## config.mk

```make
export PLATFORM = sky130hd
export DESIGN_NAME = cv2_fifo
export DESIGN_NICKNAME = d
export VERILOG_FILES = /design/src/hw/rtl/cv2_fifo.sv
export SDC_FILE = /design/constraint.sdc
export NUM_CORES = 1
export LEC_CHECK = 0
export BUFFER_PORTS_ARGS = -buffer_cell sky130_fd_sc_hd__buf_2
export CAP_MARGIN = 20
export CORE_UTILIZATION = 49
export CTS_CLUSTER_DIAMETER = 50
export DETAILED_ROUTE_END_ITERATION = 8
export PLACE_DENSITY_LB_ADDON = 0.25
export SLEW_MARGIN = 10
export SYNTH_ARGS = -nofsm -noshare
export SYNTH_HDL_FRONTEND = slang
export SYNTH_SLANG_ARGS = --single-unit
```

## constraint.sdc

```tcl
create_clock -name clk -period 1.84 [get_ports clk]
set_input_delay 0.276 -clock clk [delete_from_list [all_inputs] [get_ports clk]]
set_output_delay 0.276 -clock clk [all_outputs]
set_load 0.02 [all_outputs]
```

## src/hw/rtl/cv2_fifo.sv

```systemverilog
// ----------------------------------------------------------------------------
// cv2_fifo
// Small register FIFO with occupancy count.
// ----------------------------------------------------------------------------
module cv2_fifo #(
	parameter int WIDTH = 8,
	parameter int DEPTH = 4
) (
	input  logic                       clk,
	input  logic                       arst_n,
	input  logic                       wr,
	input  logic [WIDTH-1:0]           wdata,
	input  logic                       rd,
	output logic [WIDTH-1:0]           rdata,
	output logic                       full,
	output logic                       empty,
	output logic [$clog2(DEPTH+1)-1:0] count
);

	localparam int PW = $clog2(DEPTH);
	localparam int CNW = $clog2(DEPTH + 1);

	logic [WIDTH-1:0] mem_q [DEPTH];
	logic [PW-1:0]    wp_q;
	logic [PW-1:0]    rp_q;
	logic [CNW-1:0]   cnt_q;
	logic             do_wr;
	logic             do_rd;

	assign full  = (cnt_q == CNW'(DEPTH));
	assign empty = (cnt_q == '0);
	assign count = cnt_q;
	assign do_wr = wr && !full;
	assign do_rd = rd && !empty;
	assign rdata = mem_q[rp_q];

	always_ff @(posedge clk) begin
		if (do_wr) begin
			mem_q[wp_q] <= wdata;
		end
	end

	always_ff @(posedge clk or negedge arst_n) begin
		if (!arst_n) begin
			wp_q  <= '0;
			rp_q  <= '0;
			cnt_q <= '0;
		end else begin
			if (do_wr) begin
				wp_q <= (wp_q == PW'(DEPTH - 1)) ? '0 : wp_q + 1'b1;
			end
			if (do_rd) begin
				rp_q <= (rp_q == PW'(DEPTH - 1)) ? '0 : rp_q + 1'b1;
			end
			if (do_wr && !do_rd) begin
				cnt_q <= cnt_q + 1'b1;
			end else if (do_rd && !do_wr) begin
				cnt_q <= cnt_q - 1'b1;
			end
		end
	end

endmodule

```

* After elaboration in Yosys (flattened, before gate mapping)
Memory sizes are Yosys's and may differ from the RTL's.
Cells that the tools add are included.
** Operators by class
- Reduce and logical (&&, ||, !) cells :: 10
- Add/sub/neg operators :: 4
- Muxes and demuxes :: 6
- Equal/unequal tests :: 3
** Operators with widths (number)
- 3-bit 2-to-1 mux :: 2
- 2-bit by 1-bit adder with 2-bit output (second input constant) :: 2
- 2-bit == test (second input constant) :: 2
- 1-bit logical AND :: 4
- 1-bit zero test :: 4
- 2-bit 2-to-1 mux :: 2
- 3-bit by 1-bit adder with 3-bit output (second input constant) :: 1
- 3-bit == test (second input constant) :: 1
- 3-bit zero test :: 1
- 3-bit by 1-bit subtractor with 3-bit output (second input constant) :: 1
- 1-bit 2-to-1 mux :: 2
- 2-bit nonzero test :: 1
** Word-level totals
- Memories :: 1
- Input port bits :: 12
- Register bits :: 7
- Logic and storage cells :: 27
- Memory bits (writable) :: 32
** Memories
- mem_q :: depth 4, width 8, read ports 1, clocked after memory_dff 0, wr ports 1, line 23 : logic [WIDTH-1:0] mem_q [DEPTH];

* Longest topological paths before layout
- Depth after elaboration :: 7
- Gate-level depth with buffers :: 9
- Depth with buffers taken out :: 8

* Worst setup path after synthesis
Ideal clock, no wire load.
- Kind :: reg2reg
- Start :: reg cnt_q[0], in the netlist count[0]
- End :: reg cnt_q[2], in the netlist count[2]
- Setup time :: 80 ps
- Data arrival time :: 2338 ps
- Stages on the path, launching flop included :: 9
- Path buffers :: 0
- Path slack :: -578 ps
- Cell sequence :: dfrtp_1 nor3_1 nand2b_4 ha_1 inv_1 fa_1 xor2_1 nor2_1 xor2_1
** On the way
- Word-level cells in the longest chain between the ends :: 6
- Elaborated cells between the ends (all ways) :: 15
- Those cells by class :: 2 x add/sub; 1 x eq/ne; 2 x mux; 10 x reduce/logical
** Ends and longest elaborated chain
- from (decl) :: line 26 : logic [CNW-1:0] cnt_q;
- from (signal assigned) :: line 56 : cnt_q <= cnt_q + 1'b1;
- from (signal assigned) :: line 58 : cnt_q <= cnt_q - 1'b1;
- 3-bit zero test * :: line 31 : assign empty = (cnt_q == '0);
- via empty :: line 16 : output logic empty,
- 1-bit zero test * :: line 34 : assign do_rd = rd && !empty;
- 1-bit logical AND * :: line 34
- 1-bit zero test :: line 55 : if (do_wr && !do_rd) begin
- 1-bit logical AND :: line 55
- 3-bit 2-to-1 mux / 2-bit nonzero test (equally long branches)
The timed path passes the listed nets; every way through them passes the cells marked *. The select of a mux whose other input is x is not followed.
A chain may end at the register's enable or synchronous reset.

* Worst setup path in the final report
- Start :: reg rp_q[0]
- End :: out rdata[3]
** On the way
- Word-level cells in the longest chain between the ends :: 1
** Ends and longest elaborated chain
- from (decl) :: line 25 : logic [PW-1:0] rp_q;
- from (signal assigned) :: line 53 : rp_q <= (rp_q == PW'(DEPTH - 1)) ? '0 : rp_q + 1'b1;
- memory 4 x 8 bit
- to (decl) :: line 14 : output logic [WIDTH-1:0] rdata,
Every way passes these cells.

==> impl_results.md <==
* Final GP Congestion at 0.648
* Share of layout cells above drive strength 1 at 0.576
* Max FO, Critical Path at 8
* Number of max-cap violations at 0
* Post-DP Area at 1830 um2
* Vias per inst at 4.99
* Fraction of the mapped netlist area in compound gates at 0
* CP Class: reg -> out
* Final core occ at 0.662
* Design Area, Final at 2050 um2
* Xor and xnor area share after synthesis at 0.0162
* Detailed-route DRC error count at 0
* Total Nets Final at 136
* Tcrit/Tclk final at 0.995
* Worst Hold Launch: wdata[6]
* Root Driver: clkbuf_4
* Critical path startpoint: rp_q[0]
* Final-report max-slew violation count at 0
* Initial Utilization at 0.522
* Reg clk slew, reported paths at 0.12 ns
* Avg Inst Size Synth at 20.5 um2
* Netlist Area Pre-Place at 1620 um2
* P per Cell Area at 1740 nW/um2
* I/O Buffers at 24
* Yosys reg bits at 39
* Hold Path Class: in -> reg
* Largest family of logic cells by synthesized area: multiplexers
* Critical R2R Capture: count[2]
* Core area at 3100 um2
* YS warnings at 0
* Gr usage total at 0.165
* Final Routed Wirelength at 2.37 mm
* Synthesis-to-finish area growth at 26.8%
* Die area at 3540 um2
* Cell Rows at 20
* Crit path launch type: flop
* Crit path capture: rdata[3]
* Post-synthesis mux area share at 0.151
* Die Wd at 59.5 um
* Initial antenna violation count at 0
* Final Hold Fails at 0
* Pleak at 0.000790 uW
* Cell count after synthesis at 79
* Syn Nets at 98
* Dpl ws at -0.0318 ns
* Synth Area in Adders at 0.0587
* First-pass GRT wire length at 3.97 mm
* Dpl hpwl at 1.58 mm
* CP arrival at 1.56 ns
* Worst-Margin Slew at 0.448 ns
* Vias in the first global route at 873
* Io pins at 25
* Total number of vias at 808
* Clock Latency Late Sink at 0.34 ns
* GRT overflow at 0
* Status: completed
* Crit end category: primary output
* DRT Pass-1 Iters at 4
* Final ANT Viol Nets at 0
* Worst r2r src: count[2]
* Fmax at 546 MHz
* Setup WS post-layout at 0.00843 ns
* CTS sink cnt at 39
* Die height at 59.5 um
* CTS Buf Count at 5
* Simple-Gate Fraction of Synth Area at 0.0541
* Worst Clk Skew at 0.0122 ns
* Peak supply drop at 0.00109 V
* Req. time, crit path at 1.56 ns
* Crit path time final at 1.83 ns
* Setup TNS at 0 ns
* Largest net degree at the start of global routing at 14
* Worst Reg2Reg Path Length in Cells at 8
* CTS tree: done
* Synth unique cells at 19
* H-Tree Depth at 2
* DRT iter0 DRCs at 13
* Reg-to-reg slack, setup at 0.04 ns
* Unrepaired setup endpoints after global routing: yes
* DR WL/cell at 14.6 um
* Bufs on Longest Clock Path at 2
* Sequential area share after synthesis at 0.701
* Final setup viols at 0
* Antenna diode count at 0
* Worst relative slew slack at 0.701
synth_stat cells:
library cell,number,share of area
nor2b_2,1,0.0054
dfrtp_1,7,0.11
mux4_2,8,0.11
nand2b_4,1,0.0085
edfxtp_1,32,0.59
buf_1,1,0.0023
buf_2,1,0.0031
nor3b_4,1,0.012
mux2_2,3,0.021
inv_1,3,0.0069
ha_1,6,0.046
mux2_4,2,0.019
buf_6,1,0.0069
and2_2,4,0.019
xor2_1,2,0.011
fa_1,1,0.012
xnor2_1,1,0.0054
nor2_1,3,0.0069
nor3_1,1,0.0031
power by group:
| part | leakage (uW) | switching (uW) | internal (uW) | total, uW |
|---|---|---|---|---|
| sequential | 0.000372 | 178 | 1200 | 1380 |
| combinational | 0.000366 | 669 | 837 | 1510 |
| clock | 0.0000514 | 269 | 422 | 692 |
cell families after synthesis:
group / Yosys count
xor gates and xnor gates: 3
muxes: 13
and+or+nand+nor: 11
adders and majority gates: 7
buffers and inverters: 6
DFF: 39
layer usage:
layer | GRT usage | vias to the layer above | wire length, um
met1 | 0.187 | 403 | 1010
met4 | 0.0864 | 0 | 57
met3 | 0.0437 | 7 | 88
met2 | 0.286 | 21 | 1210
met5 | 0 | - | 0
li1 | - | 377 | -
worst min path at each step:
stage / to / slack, ns / cells past startpoint
after floorplan: count[0] / -0.02 / 0
after global placement: wp_q[1] / 0.12 / 1
after detailed placement: wp_q[0] / 0.12 / 1
after CTS: mem_q[0][4] / 0.13 / 1
after global routing: mem_q[0][4] / 0.13 / 1
final: mem_q[2][6] / 0.14 / 1
per-stage QoR:
step / cells / total power (uW) / hold WS, ns
2_1_floorplan: 79 / 2280 / -0.0196
3_3_place_gp: 146 / 2610 / 0.123
3_5_place_dp: 146 / 2650 / 0.118
4_1_cts: 160 / 3490 / 0.133
5_1_grt: 162 / 3800 / 0.132
6_report: 162 / 3580 / 0.142
cells in the final DEF, fill, tap and decap left out, drive strengths merged:
cell         instances
and2                 4
buf                 33
bufinv               2
clkbuf               5
clkinvlp             1
dfrtp                7
dlygate4sd3          1
edfxtp              32
fa                   1
ha                   6
inv                  3
mux2                 5
mux4                 8
nand2b               1
nor2                 3
nor2b                1
nor3                 1
nor3b                1
xnor2                1
xor2                 2
area by class of cell:
cell class	count	area (um2)
Sequential cell	39	1140
Fill cell	224	1050
Multi-Input combinational cell	34	483
Timing Repair Buffer	34	260
Clock inverter	3	67.6
Tap cell	44	55.1
Clock buffer	5	37.5
Inverter	3	11.3
flip-flops by register name (all words and copies together), names as in the netlist:
register	flops
count	3
mem_q	32
rp_q	2
wp_q	2
worst max-delay path, stage by stage, from the launching register on:
cell	delay [ns]
dfrtp_1	0.41
buf_12	0.15
mux4_2	0.52
buf_6	0.15
repair_timing:
action,CTS,global route
hold buffers,1,0
endpoints found under the setup margin,9,10
pin swaps,2,2
cloned,0,0
resized for setup,9,9
endpoints found under the hold margin,7,0
buffers inserted,5,2
Power figures use the tool's default switching activity.
