[config.mk]
export PLATFORM = sky130hd
export DESIGN_NAME = cv2_front
export DESIGN_NICKNAME = d
export VERILOG_FILES = /design/src/hw/rtl/cv2_pkg.sv /design/src/hw/rtl/cv2_front.sv
export SDC_FILE = /design/constraint.sdc
export NUM_CORES = 1
export LEC_CHECK = 0
export BUFFER_PORTS_ARGS = -buffer_cell sky130_fd_sc_hd__buf_2
export CAP_MARGIN = 10
export CORE_MARGIN = 4
export CORE_UTILIZATION = 55
export DETAILED_ROUTE_END_ITERATION = 8
export PLACE_DENSITY = 0.81
export SYNTH_ARGS = -nofsm -noshare
export SYNTH_HDL_FRONTEND = slang
export SYNTH_SLANG_ARGS = --single-unit
[constraint.sdc]
create_clock -name clk -period 21.7 [get_ports clk]
set_clock_uncertainty 0.1 [all_clocks]
set_input_delay 2.17 -clock clk [delete_from_list [all_inputs] [get_ports clk]]
set_output_delay 2.17 -clock clk [all_outputs]
set_load 0.03 [all_outputs]
[src/hw/rtl/cv2_pkg.sv]
// ----------------------------------------------------------------------------
// cv2_pkg
// Shared types and codes for the streaming 2D correlation block.
// ----------------------------------------------------------------------------
package cv2_pkg;

	// request kinds on the input side
	localparam logic REQ_LOAD  = 1'b0;
	localparam logic REQ_PIXEL = 1'b1;

	// configuration register indexes
	localparam logic [3:0] REG_IMAGE_WIDTH   = 4'd0;
	localparam logic [3:0] REG_IMAGE_HEIGHT  = 4'd1;
	localparam logic [3:0] REG_KERNEL_WIDTH  = 4'd2;
	localparam logic [3:0] REG_KERNEL_HEIGHT = 4'd3;

	localparam logic [12:0] ROW_LIMIT = 13'd4096;

	typedef struct packed {
		logic [9:0]  out_col;
		logic [11:0] out_row;
		logic        last;
	} meta_t;

	// one classified word between front and back
	typedef struct packed {
		logic               is_pix;
		logic               ker_we;
		logic [5:0]         coef_index;
		logic signed [15:0] sample;
		logic               hit;
		meta_t              meta;
	} item_t;

	typedef struct packed {
		logic [31:0] sum;
		meta_t       meta;
	} res_t;

	// clamped kernel size in use
	typedef struct packed {
		logic [2:0] kw;
		logic [2:0] kh;
	} dims_t;

endpackage

[src/hw/rtl/cv2_front.sv]
// ----------------------------------------------------------------------------
// cv2_front
// Configuration registers, raster counters and word classification.
// ----------------------------------------------------------------------------
module cv2_front #(
	parameter int MAX_WIDTH    = 1024,
	parameter int MAX_KERNEL_W = 7,
	parameter int MAX_KERNEL_H = 7
) (
	input  logic                         clk,
	input  logic                         arst_n,
	input  logic                         wr_en,
	input  logic [3:0]                   wr_index,
	input  logic [12:0]                  wr_data,
	input  logic                         push,
	output logic                         full,
	input  logic                         req_type,
	input  logic [5:0]                   coef_index,
	input  logic signed [15:0]           sample,
	input  logic                         mq_full,
	input  logic                         busy,
	output logic                         mq_push,
	output cv2_pkg::item_t               mq_item,
	output logic [$clog2(MAX_WIDTH)-1:0] mq_addr,
	output cv2_pkg::dims_t               dims
);

	localparam int CW = $clog2(MAX_WIDTH);
	localparam int KerDepth = MAX_KERNEL_W * MAX_KERNEL_H;

	logic [10:0]   width_q;
	logic [12:0]   height_q;
	logic [2:0]    kw_q;
	logic [2:0]    kh_q;
	logic [CW-1:0] col_q;
	logic [11:0]   row_q;

	logic [12:0]   w13, h13, col13, c13, r0, r13, nc, nr, ocol, orow;
	logic [2:0]    kw3, kh3;
	logic          wrap;
	logic [CW-1:0] col_n;
	logic [11:0]   row_n;
	logic          accept;

	always_ff @(posedge clk or negedge arst_n) begin
		if (!arst_n) begin
			width_q  <= 11'd1024;
			height_q <= 13'd1024;
			kw_q     <= 3'd3;
			kh_q     <= 3'd3;
		end else if (wr_en) begin
			case (wr_index)
				cv2_pkg::REG_IMAGE_WIDTH:   width_q  <= wr_data[10:0];
				cv2_pkg::REG_IMAGE_HEIGHT:  height_q <= wr_data;
				cv2_pkg::REG_KERNEL_WIDTH:  kw_q     <= wr_data[2:0];
				cv2_pkg::REG_KERNEL_HEIGHT: kh_q     <= wr_data[2:0];
				default: ;
			endcase
		end
	end

	always_comb begin
		w13 = (width_q == '0) ? 13'd1 :
			(({2'b00, width_q} > 13'(MAX_WIDTH)) ? 13'(MAX_WIDTH) : {2'b00, width_q});
		h13 = (height_q == '0) ? 13'd1 :
			((height_q > cv2_pkg::ROW_LIMIT) ? cv2_pkg::ROW_LIMIT : height_q);
		kw3 = (kw_q == '0) ? 3'd1 :
			(({1'b0, kw_q} > 4'(MAX_KERNEL_W)) ? 3'(MAX_KERNEL_W) : kw_q);
		kh3 = (kh_q == '0) ? 3'd1 :
			(({1'b0, kh_q} > 4'(MAX_KERNEL_H)) ? 3'(MAX_KERNEL_H) : kh_q);

		// a column left beyond a narrowed width starts the next row
		col13 = 13'(col_q);
		wrap  = (col13 >= w13);
		c13   = wrap ? 13'd0 : col13;
		r0    = wrap ? 13'(row_q) + 13'd1 : 13'(row_q);
		r13   = (r0 >= h13) ? 13'd0 : r0;

		ocol = c13 - (13'(kw3) - 13'd1);
		orow = r13 - (13'(kh3) - 13'd1);

		nc = c13 + 13'd1;
		nr = r13 + 13'd1;
		if (nc >= w13) begin
			col_n = '0;
			row_n = (nr >= h13) ? 12'd0 : nr[11:0];
		end else begin
			col_n = nc[CW-1:0];
			row_n = r13[11:0];
		end
	end

	assign full    = mq_full || busy;
	assign accept  = push && !full;
	assign mq_push = accept;
	assign mq_addr = c13[CW-1:0];
	assign dims    = '{kw: kw3, kh: kh3};

	always_comb begin
		mq_item.is_pix        = (req_type == cv2_pkg::REQ_PIXEL);
		mq_item.ker_we        = (req_type == cv2_pkg::REQ_LOAD) && (int'(coef_index) < KerDepth);
		mq_item.coef_index    = coef_index;
		mq_item.sample        = sample;
		// only a pixel can complete a window
		mq_item.hit           = (req_type == cv2_pkg::REQ_PIXEL) &&
			(r13 >= 13'(kh3) - 13'd1) && (c13 >= 13'(kw3) - 13'd1);
		mq_item.meta.out_col  = ocol[9:0];
		mq_item.meta.out_row  = orow[11:0];
		mq_item.meta.last     = (r13 == h13 - 13'd1) && (c13 == w13 - 13'd1);
	end

	always_ff @(posedge clk or negedge arst_n) begin
		if (!arst_n) begin
			col_q <= '0;
			row_q <= '0;
		end else if (accept && req_type == cv2_pkg::REQ_PIXEL) begin
			col_q <= col_n;
			row_q <= row_n;
		end
	end

endmodule

======== After elaboration in Yosys (flattened, before gate mapping) ========
Cells that the tools add are included.
storage, ports and cells
  flip-flop bits (word level) ............. 52
  output and inout bits ................... 66
  logic and storage cells ................. 59
  input bits .............................. 46
operators by class
  $add $sub $neg .......................... 9
  muxes and demuxes ....................... 12
  bitwise logic cells ..................... 1
  equal/unequal tests ..................... 5
  reductions and logical operators ........ 17
  order comparisons ....................... 9
operator list
  kind                                                                   count
  13-bit two-way mux                                                     4
  13-bit >= comparator                                                   3
  12-bit two-way mux                                                     2
  11-bit two-way mux                                                     2
  10-bit two-way mux                                                     2
  12-bit by 1-bit adder with 13-bit output (second input constant)       1
  13-bit by 1-bit adder with 13-bit output (second input constant)       1
  10-bit by 13-bit == test with 1-bit output                             1
  13-bit == test                                                         1
  10-bit by 13-bit >= comparator with 1-bit output                       1
  13-bit > comparator (second input constant)                            1
  13-bit zero test                                                       1
  13-bit by 1-bit subtractor with 13-bit output (second input constant)  1
  11-bit by 1-bit subtractor with 12-bit output (second input constant)  1
  12-bit subtractor                                                      1
  10-bit by 1-bit adder with 11-bit output (second input constant)       1
  10-bit by 11-bit >= comparator with 1-bit output                       1
  11-bit >= comparator                                                   1
  11-bit > comparator (second input constant)                            1
  11-bit zero test                                                       1
  10-bit subtractor                                                      1
  4-bit by 2-bit == test with 1-bit output (second input constant)       2
  2-bit AND reduction                                                    4
  3-bit by 1-bit subtractor with 4-bit output (second input constant)    2
  other kinds (9)                                                        16

======== Longest topological paths before layout ========
  depth after elaboration ................. 11
  mapped depth ............................ 36
  depth with buffers taken out ............ 33

======== Worst setup path after synthesis ========
Ideal clock, no wire load.
  path kind ............................... flip-flop to output port
  start ................................... reg width_q[5]
  end ..................................... out mq_item[12] in the netlist's numbering
  arrival time ............................ 6.972 ns
  slack ................................... 12.458 ns
  cell stages (with the launch flop) ...... 33
  path through ............................ dfrtp_1 clkbuf_1 or3_1 nor3_1 a21oi_1 or2_2 inv_1 ha_1 nand2b_1 a2111oi_2 or4_4 buf_6 a211oi_2 xnor2_1 inv_1 ha_1 and4_1 a21oi_1 nand2_1 o311ai_1 nand2_1 clkbuf_1 clkbuf_1 nor2_1 ha_1 o21ai_0 a21boi_0 o21a_1 o21ai_0 a21oi_1 o21ai_0 a21oi_1 xor2_1
RTL lines
  what                      line             source
  start: declaration        cv2_front.sv:31  logic [10:0] width_q;
  start signal: assignment  cv2_front.sv:53  cv2_pkg::REG_IMAGE_WIDTH: width_q <= wr_data[10:0];
  end: declaration          cv2_front.sv:23  output cv2_pkg::item_t mq_item,

==> impl_results.md <==
- Nets: 989
- Tot GR Track Use: 0.256
- CTS tree: done
- Largest stage delay on the critical path: 750 ps
- R2R depth: 32
- Wire per inst: 17.9 µm
- CP Data Arrival Time: 8580 ps
- Hold Startpoint: kw_q[1]
- Final setup fails: 0
- First-pass GRT wire length: 29500 µm
- Area growth, synth to finish: 7.83%
- Tcrit/Tclk final: 0.500
- Cell Rows: 39
- CP required: 19430 ps
- Ports: 112
- Crit path top cell by count: a21oi_1
- Hold Path Stages: 2
- DRT iter0 DRCs: 565
- Fill cells: 1031
- WHS Endpoint: kw_q[1]
- Diodes inserted: 0
- Die footprint: 13800 µm²
- Multi-input gate area: 4850 µm²
- Leak: 0.00328 µW
- Crit-path max FO: 21
- Setup bufs post-CTS: 0
- DIE HEIGHT: 118 µm
- Vias post-DR: 6349
- Max Slew Vio Count: 0
- CP Capture Type: primary output
- Pwr per Cell Area: 151 nW/µm²
- Reg-to-reg critical path startpoint: width_q[7]
- Hold WS: 437 ps
- Crit path buffers/inverters: 3
- CTS buffer count: 5
- Syn. warnings: 0
- Worst-margin pin slew: 1070 ps
- Fin. Hold Viols: 0
- CP top delay family: simple AND/OR/NAND/NOR gates
- Ys async rst share: 1.00
- Post-DR vias/cell: 6.30
- Placed insts: 999
- Hold-fix buffer count after cts: 0
- Post-synth cell types: 83
- GP Congestion: 1.00
- Outcome: complete, no violations
- PortBufs: 79
- Post-Layout Cell Count: 1007
- Clk_lat worst skew: 300 ps
- GRT overflow: 0
- Setup CP Type: flop to primary output
- Largest net degree at the start of global routing: 53
- RSZ-0062 raised after global routing: no
- Clock root buffer: clkbuf_16
- Layout cells sized above 1: 0.176
- CP startpoint kind: flop
- Seq cells post-synth: 52
- Post_cts resized: 0
- Minimum clock period: 10850 ps
- Core footprint: 11600 µm²
- Max capacitance violation total: 0
- Reg-to-reg endpoint: row_q[9]
- Die W: 118 µm
- Cells after Synth: 816
- Top_reg_cell synth: dfrtp_1
- Clock H-tree levels: 2
- Initial Utilization: 0.570
- Register area: 1310 µm²
- TritonCTS Sinks: 52
- Number of global-route vias before repair: 5741
- Seq/Total Area, Yosys: 0.198
- Slew HR: 0.285
- Worst hold path class: flop to flop
- DR pass1 iterations: 8
- Setup TNS: 0 ps
- Clk slew on worst S/H paths: 70 ps
- DP HPWL: 14100 µm
- Max Clock Freq: 0.0921 GHz
- Routed Antenna Nets: 0
- Flop2flop setup slack: 11370 ps
- DRC viols: 0
- CP max-delay cell: nor2_1
- Clock tree buffer depth: 2
- Max rail drop VDD: 0.000117 V
- Synth Cell Area: 6600 µm²
- EDFF count, synth: 0
- Initial antenna violation count: 0
- Post-Syn Area per Cell: 8.08 µm²
- WL final: 18000 µm
cells in the final DEF (no fill, tap or decap), drive strengths merged, types with 8 or more instances in the layout:
| cell type | netlist | final |
|---|---|---|
| ha | 78 | 78 |
| nor2b | 10 | 10 |
| or4 | 8 | 8 |
| nand3 | 24 | 24 |
| or3 | 9 | 9 |
| nand4 | 15 | 15 |
| nand2b | 8 | 8 |
| a31oi | 17 | 17 |
| xnor2 | 36 | 36 |
| inv | 41 | 41 |
| o21a | 11 | 11 |
| o211ai | 9 | 9 |
| conb | 1 | 18 |
| mux2 | 28 | 28 |
| nor2 | 68 | 68 |
| xor2 | 20 | 20 |
| and3 | 14 | 14 |
| dfrtp | 46 | 46 |
| a21oi | 43 | 43 |
| buf | 29 | 83 |
| nand2 | 78 | 78 |
| o21ai | 41 | 41 |
| nor3 | 17 | 17 |
| a211oi | 12 | 12 |
| a21o | 14 | 14 |
registers in the layout, indices dropped and copies added, names as in the netlist:
signal / cells
height_q: 13
row_q: 12
width_q: 11
col_q: 10
kh_q: 3
kw_q: 3
worst max path at each step:
stage	from	slack (ps)	endpoint	cells after the start
final	width_q[7]	10850	mq_item[12]	31
after global routing	width_q[6]	9890	mq_item[12]	31
after CTS	width_q[6]	10950	mq_item[12]	31
after detailed placement	width_q[6]	11360	mq_item[12]	31
after global placement	width_q[2]	11740	mq_item[12]	31
after floorplan	width_q[5]	12460	mq_item[12]	32
cell usage after synthesis (10+ instances only):
cell      count  share of area
nor2_1       67          0.038
a211oi_1     10          0.011
nand2_1      78          0.044
nand3_1      23          0.017
buf_4        23          0.026
nand4_1      14          0.013
xor2_1       20          0.027
xnor2_1      35          0.046
dfrtp_1      46           0.17
nor3_1       17          0.013
ha_1         78           0.15
o21ai_0      40          0.030
a21oi_1      43          0.033
o21a_1       11          0.013
a31oi_1      17          0.016
inv_1        41          0.023
nor2b_1      10         0.0095
clkbuf_1     31          0.018
a21o_1       14          0.016
and3_1       14          0.013
mux2_2       28          0.048
layer usage:
metal  GRT usage  routed length (µm)  vias to the layer above
li1            -                   -                     3047
met1       0.373                8100                     2980
met2       0.386                7890                      298
met3      0.0529                1680                       24
met4      0.0645                 348                        0
met5           0                   0                        -
report_power, final:
group	total (µW)	switching, µW	leakage, µW	internal [µW]
registers	173	48.6	0.000632	125
clock network	97.1	39.1	0.0000871	57.9
logic	803	512	0.00256	290
total	1070	600	0.00328	473
metrics by stage:
step	utilization	worst slack, ps	total power, µW	instance area [µm²]
4_1_cts	0.615	10950	1070	7110
3_3_place_gp	0.600	11740	952	6940
6_report	0.615	10850	1070	7110
3_5_place_dp	0.600	11360	963	6940
2_1_floorplan	-	12460	779	6660
5_1_grt	0.615	9890	1170	7110
cells by family after synthesis:
kind of cell | share of synthesized area
and+or+nand+nor | 0.233
other | 0.000568
xor gates and xnor gates | 0.0755
adders and majority gates | 0.154
buffers and inverters | 0.0757
muxes | 0.0508
AOI/OAI and AO/OA | 0.212
DFF | 0.198
tightest hold or removal path: stages, from the launching register on:
cell and delay [ps]:
dfstp_2 370, inv_1 70, o21ai_0 90
layout make-up:
type | count | share of cell area
timing repair buffer | 83 | 0.0598
clock inverter | 2 | 0.00545
clock buffer | 6 | 0.0195
multi-input combinational | 679 | 0.682
inverter | 42 | 0.0239
tap | 143 | 0.0252
sequential | 52 | 0.184
(Power assumes the default switching activity.)
